$ cat src/hdl/pvpu_pkg.sv
// Shared types and constants of the particle swarm velocity and position update.
`timescale 1ns / 1ps

package pvpu_pkg;

  // Configuration register indexes.
  typedef enum logic [3:0] {
    REG_WEIGHT_MODE     = 4'd0,
    REG_ACCEL_MODE      = 4'd1,
    REG_INERTIA_WEIGHT  = 4'd2,
    REG_ACCEL_COEFF     = 4'd3,
    REG_VEL_LIMIT       = 4'd4,
    REG_POS_LIMIT       = 4'd5,
    REG_RUN_LENGTH      = 4'd6,
    REG_USE_GLOBAL_BEST = 4'd7
  } reg_idx_e;

  // Configuration register file contents.
  typedef struct packed {
    logic        weight_mode;
    logic        accel_mode;
    logic [15:0] inertia_weight;
    logic [15:0] accel_coeff;
    logic [30:0] vel_limit;
    logic [30:0] pos_limit;
    logic [15:0] run_length;
    logic        use_global_best;
  } cfg_t;

  // Coefficients from the schedule unit, all unsigned Q4.12.
  typedef struct packed {
    logic [15:0] w;
    logic [15:0] c1;
    logic [15:0] c2;
  } coef_t;

  // Reset values of the configuration registers.
  localparam logic [15:0] RST_INERTIA_WEIGHT = 16'd2949;
  localparam logic [15:0] RST_ACCEL_COEFF    = 16'd6144;
  localparam logic [30:0] RST_VEL_LIMIT      = 31'd65536;
  localparam logic [30:0] RST_POS_LIMIT      = 31'd6553600;
  localparam logic [15:0] RST_RUN_LENGTH     = 16'd1000;

  // Coefficient end points in Q4.12: 2.5 and 0.5.
  localparam logic [15:0] C_HIGH = 16'd10240;
  localparam logic [15:0] C_LOW  = 16'd2048;

  // Quotient bits resolved by the schedule dividers, one per stage.
  localparam int DIV_STEPS   = 14;
  // Schedule latency: entry register, divider stages, output register.
  localparam int SCHED_LAT   = DIV_STEPS + 2;
  // Arithmetic stages after the schedule: phi, products, sum, clamps.
  localparam int MATH_STAGES = 5;
  localparam int PIPE_LAT    = SCHED_LAT + MATH_STAGES;

endpackage

$ cat src/hdl/pvpu_sched.sv
// Pipelined schedule unit: inertia weight and acceleration coefficients per item.
`timescale 1ns / 1ps

module pvpu_sched import pvpu_pkg::*; (
  input  logic        clk_i,
  input  cfg_t        cfg_i,
  input  logic [15:0] iteration_i,
  output coef_t       coef_o
);

  // Divisors follow from run_length, which the user must hold still while items are in flight (not enforced).
  logic [15:0] run_t;
  logic [18:0] five_t;
  logic [15:0] it_clip;
  logic [15:0] it_left;
  logic [29:0] num_d;
  logic [30:0] num_w;

  always_comb begin
    run_t   = (cfg_i.run_length == '0) ? 16'd1 : cfg_i.run_length;
    five_t  = {3'b0, run_t} + {1'b0, run_t, 2'b0};
    it_clip = (iteration_i > run_t) ? run_t : iteration_i;
    it_left = run_t - it_clip;
    // Coefficient shift numerator: 8192*it + floor(T/2).
    num_d   = {1'b0, it_clip, 13'b0} + {15'b0, run_t[15:1]};
    // Weight numerator: 8192*T + 10240*(T - it) + floor(5T/2).
    num_w   = {2'b0, run_t, 13'b0} + {2'b0, it_left, 13'b0}
            + {4'b0, it_left, 11'b0} + {13'b0, five_t[18:1]};
  end

  // Remainders and partial quotients of the two restoring dividers.
  logic [29:0]          rem_d_q [DIV_STEPS+1];
  logic [30:0]          rem_w_q [DIV_STEPS+1];
  logic [DIV_STEPS-1:0] quo_d_q [DIV_STEPS+1];
  logic [DIV_STEPS-1:0] quo_w_q [DIV_STEPS+1];

  // Entry stage.
  always_ff @(posedge clk_i) begin
    rem_d_q[0] <= num_d;
    rem_w_q[0] <= num_w;
    quo_d_q[0] <= '0;
    quo_w_q[0] <= '0;
  end

  // One quotient bit per stage, most significant first.
  for (genvar k = 0; k < DIV_STEPS; k++) begin : g_div
    localparam int Bit = DIV_STEPS - 1 - k;

    logic [31:0]          dvs_d;
    logic [31:0]          dvs_w;
    logic [31:0]          ext_d;
    logic [31:0]          ext_w;
    logic [29:0]          rem_d_d;
    logic [30:0]          rem_w_d;
    logic [DIV_STEPS-1:0] quo_d_d;
    logic [DIV_STEPS-1:0] quo_w_d;

    always_comb begin
      dvs_d   = {16'b0, run_t} << Bit;
      dvs_w   = {13'b0, five_t} << Bit;
      ext_d   = {2'b0, rem_d_q[k]};
      ext_w   = {1'b0, rem_w_q[k]};
      rem_d_d = rem_d_q[k];
      rem_w_d = rem_w_q[k];
      quo_d_d = quo_d_q[k];
      quo_w_d = quo_w_q[k];
      if (ext_d >= dvs_d) begin
        rem_d_d      = 30'(ext_d - dvs_d);
        quo_d_d[Bit] = 1'b1;
      end
      if (ext_w >= dvs_w) begin
        rem_w_d      = 31'(ext_w - dvs_w);
        quo_w_d[Bit] = 1'b1;
      end
    end

    always_ff @(posedge clk_i) begin
      rem_d_q[k+1] <= rem_d_d;
      rem_w_q[k+1] <= rem_w_d;
      quo_d_q[k+1] <= quo_d_d;
      quo_w_q[k+1] <= quo_w_d;
    end
  end

  // Mode selection and coefficient forming.
  coef_t coef_d;
  coef_t coef_q;

  always_comb begin
    if (cfg_i.weight_mode) begin
      coef_d.w = {2'b0, quo_w_q[DIV_STEPS]};
    end else begin
      coef_d.w = cfg_i.inertia_weight;
    end
    if (cfg_i.accel_mode) begin
      coef_d.c1 = C_HIGH - {2'b0, quo_d_q[DIV_STEPS]};
      coef_d.c2 = C_LOW + {2'b0, quo_d_q[DIV_STEPS]};
    end else begin
      coef_d.c1 = cfg_i.accel_coeff;
      coef_d.c2 = cfg_i.accel_coeff;
    end
  end

  always_ff @(posedge clk_i) begin
    coef_q <= coef_d;
  end

  assign coef_o = coef_q;

endmodule

$ cat config.mk
export PLATFORM = sky130hd
export DESIGN_NAME = pvpu_sched
export DESIGN_NICKNAME = d
export VERILOG_FILES = /design/src/hdl/pvpu_pkg.sv /design/src/hdl/pvpu_sched.sv
export SDC_FILE = /design/constraint.sdc
export NUM_CORES = 2
export LEC_CHECK = 0
export BUFFER_PORTS_ARGS = -buffer_cell sky130_fd_sc_hd__buf_2
export CORE_ASPECT_RATIO = 0.9
export CORE_MARGIN = 8
export CORE_UTILIZATION = 35
export CTS_CLUSTER_DIAMETER = 60
export DETAILED_ROUTE_END_ITERATION = 12
export SYNTH_ARGS = -nofsm -noshare
export SYNTH_HDL_FRONTEND = slang
export SYNTH_SLANG_ARGS = --single-unit
$ cat constraint.sdc
create_clock -name clk_i -period 10.8 [get_ports clk_i]
set_clock_uncertainty 0.1 [all_clocks]
set_input_delay 0.54 -clock clk_i [delete_from_list [all_inputs] [get_ports clk_i]]
set_output_delay 0.54 -clock clk_i [all_outputs]
set_load 0.005 [all_outputs]
* Word level (Yosys, flattened, before mapping)
Memory sizes are Yosys's and may differ from the RTL's. Index checks and enable logic that the tools add are counted.
Word-level totals: bits in registers 48, bits in latches 0, bits in writable memories 1335, bits in read-only memories 0, bits of input ports 130, output and inout bits 48, memories 4
Cells by class: add/sub/neg operators 36, multiply operators 0, div/mod/pow operators 0, $lt $le $gt $ge 29, equal/unequal tests 0, shift-type cells 0, multiplexer cells 60, bitwise operators 0, reductions and logical operators 1
Memory list:
- rem_w_q | depth 15, width 31, read ports 14, clocked after memory_dff 0, write ports 15, line pvpu_sched.sv:33 | logic [30:0] rem_w_q [DIV_STEPS+1];
- rem_d_q | depth 15, width 30, read ports 14, clocked after memory_dff 0, write ports 15, line pvpu_sched.sv:32 | logic [29:0] rem_d_q [DIV_STEPS+1];
- quo_d_q | depth 15, width 14, read ports 15, clocked after memory_dff 0, write ports 15, line pvpu_sched.sv:34 | logic [DIV_STEPS-1:0] quo_d_q [DIV_STEPS+1];
- quo_w_q | depth 15, width 14, read ports 15, clocked after memory_dff 0, write ports 15, line pvpu_sched.sv:35 | logic [DIV_STEPS-1:0] quo_w_q [DIV_STEPS+1];
Operators by type and width (count):
- $mux 31 | 14
- $mux 30 | 14
- $sub 31x31->31 | 2
- $ge 31x32->1 | 1
- $mux 16 | 2
- $mux 32 | 1
- $add 30x27->31 | 1
- $add 31x18->31 | 1
- $ge 31x19->1 | 1
- $ge 31x20->1 | 1
- $ge 31x21->1 | 1
- $ge 31x22->1 | 1
- $ge 31x23->1 | 1
- $ge 31x24->1 | 1
- $ge 31x25->1 | 1
- $ge 31x26->1 | 1
- $ge 31x27->1 | 1
- $ge 31x28->1 | 1
- $ge 31x29->1 | 1
- $ge 31x30->1 | 1
- $ge 31x31->1 | 1
- $sub 31x19->31 | 1
- $sub 31x20->31 | 1
- $sub 31x21->31 | 1
- 47 further kinds | 74

* Longest topological paths before layout
word-level depth 8, depth in mapped cells 34, depth with buffers taken out 31

* Least setup slack after synthesis
Ideal clock, no wire load.
kind input-to-reg, start point input port cfg_i[3] in the netlist's numbering, end point memory rem_w_q[0][29], arrival 7637 ps, slack 2936 ps, cell stages on the path 31, cells stage by stage clkbuf_1 nor4_1 a41oi_1 inv_1 ha_1 nor2b_1 o21ai_0 a21o_1 a31oi_2 buf_4 buf_2 nor2_1 a21oi_1 ha_1 inv_1 fa_1 a311o_1 a311oi_2 xnor2_1 fa_1 fa_1 inv_1 ha_1 a21boi_0 o21ai_0 a21oi_1 o21ai_0 a21oi_1 o41ai_1 and4b_1 nor3_1
RTL lines:
- start: declaration | line pvpu_sched.sv:6 | input cfg_t cfg_i,
- end: declaration | line pvpu_sched.sv:33

==> flow_summary.yaml <==
hold_path:
  hold_class: "in2reg"
  worstHoldPathCells: 3
power:
  p_seq_share_pct: 30.3
  power_switching_uw: 8650
  vdd_ir_drop_max_uv: 196
  power_density_nw_per_um2: 342
  internal_power_uw: 13500
  clkPwrFrac_pct: 21.4
  leakagePower_uw: 0.0278
  combPwrFrac_pct: 48.3
  switching_share_pct: 39.0
layout:
  syn_to_final_growth_pct: 15.1
  fillers: 15700
  multi_input_area_um2: 32800
  drive_above_1_share_pct: 8.84
  final_common_cell: "dfxtp_1"
  fin_cells: 8621
  regArea_um2: 22000
  final_cell_mix: "1097 x dfxtp_1, 570 x ha_1, 502 x nand2_1, 471 x a21oi_1, 471 x nor2_1"
  nets: 7147
logic_synthesis:
  synthAdderAreaFrac_pct: 14.4
  synth_top_family_by_area: "compound AO/OA/AOI/OAI gates"
  yosys_warnings: 0
  syn_inst: 6171
  synth_compound_area_share_pct: 16.6
  synth_cell_types: 87
  synth_edf_count: 0
  synth_mux_area_share_pct: 2.60
  synthFlopType: "dfxtp_1"
  yosys.area.top_type: "dfxtp_1"
  synth-simple-area-share_pct: 16.3
  synthesis.area_um2: 56300
  synthXorXnorAreaFrac_pct: 8.26
  yosysSeqAreaShare_pct: 39.0
  async_reset_ff_share_pct: 0
  syn_nets: 6920
  synth_top_area_share_pct: 39.0
  synthTopCellsByArea: "dfxtp_1 39%, ha_1 13%, xnor2_1 4.4%, a21oi_1 4.2%, xor2_1 3.8%"
  ys_seq_elements: 1097
  syn_area_per_cell_um2: 9.12
routing:
  drt-initial-drc-count: 2499
  vias_per_cell: 5.08
  first_pass_iters: 5
  ant_nets: 0
  drcViolationCount: 0
  wl_per_cell_um: 15.8
  num_vias: 43800
  totalWireLength_um: 136000
timing:
  finalHoldViolations: 0
  period_needed_ps: 8420
  setup_tns_ps: 0
  final_max_slew_viol_count: 0
  worst_pin_slew_ps: 1210
  fmax_mhz: 119
  finalSetupViolations: 0
  maxSlewHeadroom_pct: 19.3
  rsz0062_at_grt: "false"
  period_share_pct: 78.0
critical_path:
  crit_required_ps: 11340
  critPathKind: "in2reg"
  end_kind: "register"
  slowest_delay_ps: 830
  crit_arrival_ps: 8960
  start_kind: "input pin"
  cp_top_family: "compound AO/OA/AOI/OAI gates"
  worst-path-max-fanout: 29
  cp.depth: 32
  reg2reg_depth: 9
  critPathBufInv: 6
  cpMaxStageDelayCell: "o41ai_1"
global_route:
  grt_util_met1_pct: 19.6
  grtUsageMet2_pct: 25.5
  antenna_found_initial: 1
  globalRoute.busiestLayer: "met2"
  grt_overflow_total: 0
  grt_max_degree: 41
  grt_first_pass_wirelength_um: 218000
  first_global_vias: 42500
  grtUsageTotal_pct: 15.1
  grt_use_met3_pct: 2.44
clock_network:
  h-tree-depth: 4
  clk_latency_ps: 770
  cts_buffers: 134
  root_buffer: "clkbuf_16"
  post_cts.repair.setup_buffers: 0
  hold_buffers: 46
  cts_tree: "done"
  clk_transition_reported_paths_ps: 60
  ctsLongestPathBuffers: 3
  cts-resized-gates: 0
  clock-sinks: 1097
floorplanning:
  core_area_um2: 160000
  start_util_pct: 35.2
  rows: 139
  dieHeight_um: 396
  fp.dieArea_um2: 174000
  top_level_ports: 178
  chipWidth_um: 439
placement:
  hpwl_um: 104000
  placedCellCount: 8330
  port_buffers: 114
  gp_congestion: 0.879
run_status:
  status: "completed"
flow_run:
  cap_violations: 0
==> worst paths after layout <==
check | startpoint | endpoint | slack, ps
setup / recovery | cfg_i[3] | rem_w_q[0][29] | 2380
hold / removal | iteration_i[4] | rem_d_q[0][17] | 90
setup reg to reg | rem_w_q[1][115] | rem_w_q[1][133] | 6480
hold reg to reg | quo_w_q[0][54] | quo_w_q[0][68] | 220
==> Yosys cell counts (all sizes together) (29+ instances only) <==
library cell	count
dfxtp	1097
a21boi	55
nand4	72
nor4	92
xor2	246
o21bai	34
o21ai	399
fa	49
nand2b	103
nand2	502
nor2b	93
a21oi	474
a31oi	41
o31ai	64
or3	49
nor3	164
nor2	473
and3	36
xnor2	285
ha	570
nand3	112
mux2	107
o211ai	29
inv	294
a211oi	45
o21a	51
clkbuf	108
a21o	150
==> power by group through the flow <==
stage | logic (uW) | clock network (uW) | registers [uW]
floorplan | 8570 | 0 | 6460
global placement | 10400 | 0 | 6780
detailed placement | 10600 | 0 | 6800
CTS | 10700 | 4900 | 6720
global route | 12100 | 5070 | 6890
finish | 10700 | 4750 | 6720
==> worst reg2reg max path, delay by kind of cell (launching register included) <==
family          cells  cell delay (ps)
buf+inv             1              710
compound gates      3              830
flops               1              340
mux                 1              420
simple gates        4             1800
==> kinds of logic after synthesis <==
| group | after synthesis |
|---|---|
| fa+ha+maj | 619 |
| flops | 1097 |
| mux | 133 |
| compound gates | 1502 |
| simple gates | 1870 |
| xor+xnor | 531 |
| buf+inv | 419 |
==> layout make-up <==
class	instances	share of cell area [%]
multi-input combinational	4655	50.7
sequential	1097	33.9
clock buffer	160	5.53
tap	2115	4.09
timing repair buffer	216	2.24
clock inverter	81	1.84
inverter	294	1.70
antenna	3	0.0116
==> per-layer routing <==
| layer | wire length, um | share of wire (%) |
|---|---|---|
| met1 | 64400 | 47 |
| met3 | 5800 | 4.3 |
| met4 | 3580 | 2.6 |
| met5 | 0 | 0 |
| met2 | 62700 | 46 |
==> through the flow <==
| stage | util, % | worst slack, ps | area, um^2 | hold WS, ps | total power, uW |
|---|---|---|---|---|---|
| floorplan | - | 2940 | 56300 | 210 | 15000 |
| global route | 40.6 | 1780 | 64800 | 70.5 | 24000 |
| CTS | 40.6 | 2500 | 64800 | 13.8 | 22300 |
| finish | 40.6 | 2380 | 64800 | 92.0 | 22200 |
| detailed placement | 37.3 | 2350 | 59500 | 212 | 17300 |
| global placement | 37.3 | 2380 | 59500 | 212 | 17200 |
==> flip-flops by register name (all words and copies together), names as in the netlist <==
name     count
rem_d_q    420
rem_w_q    420
coef_o      47
quo_w_q    105
quo_d_q    105
(Power assumes the default switching activity.)
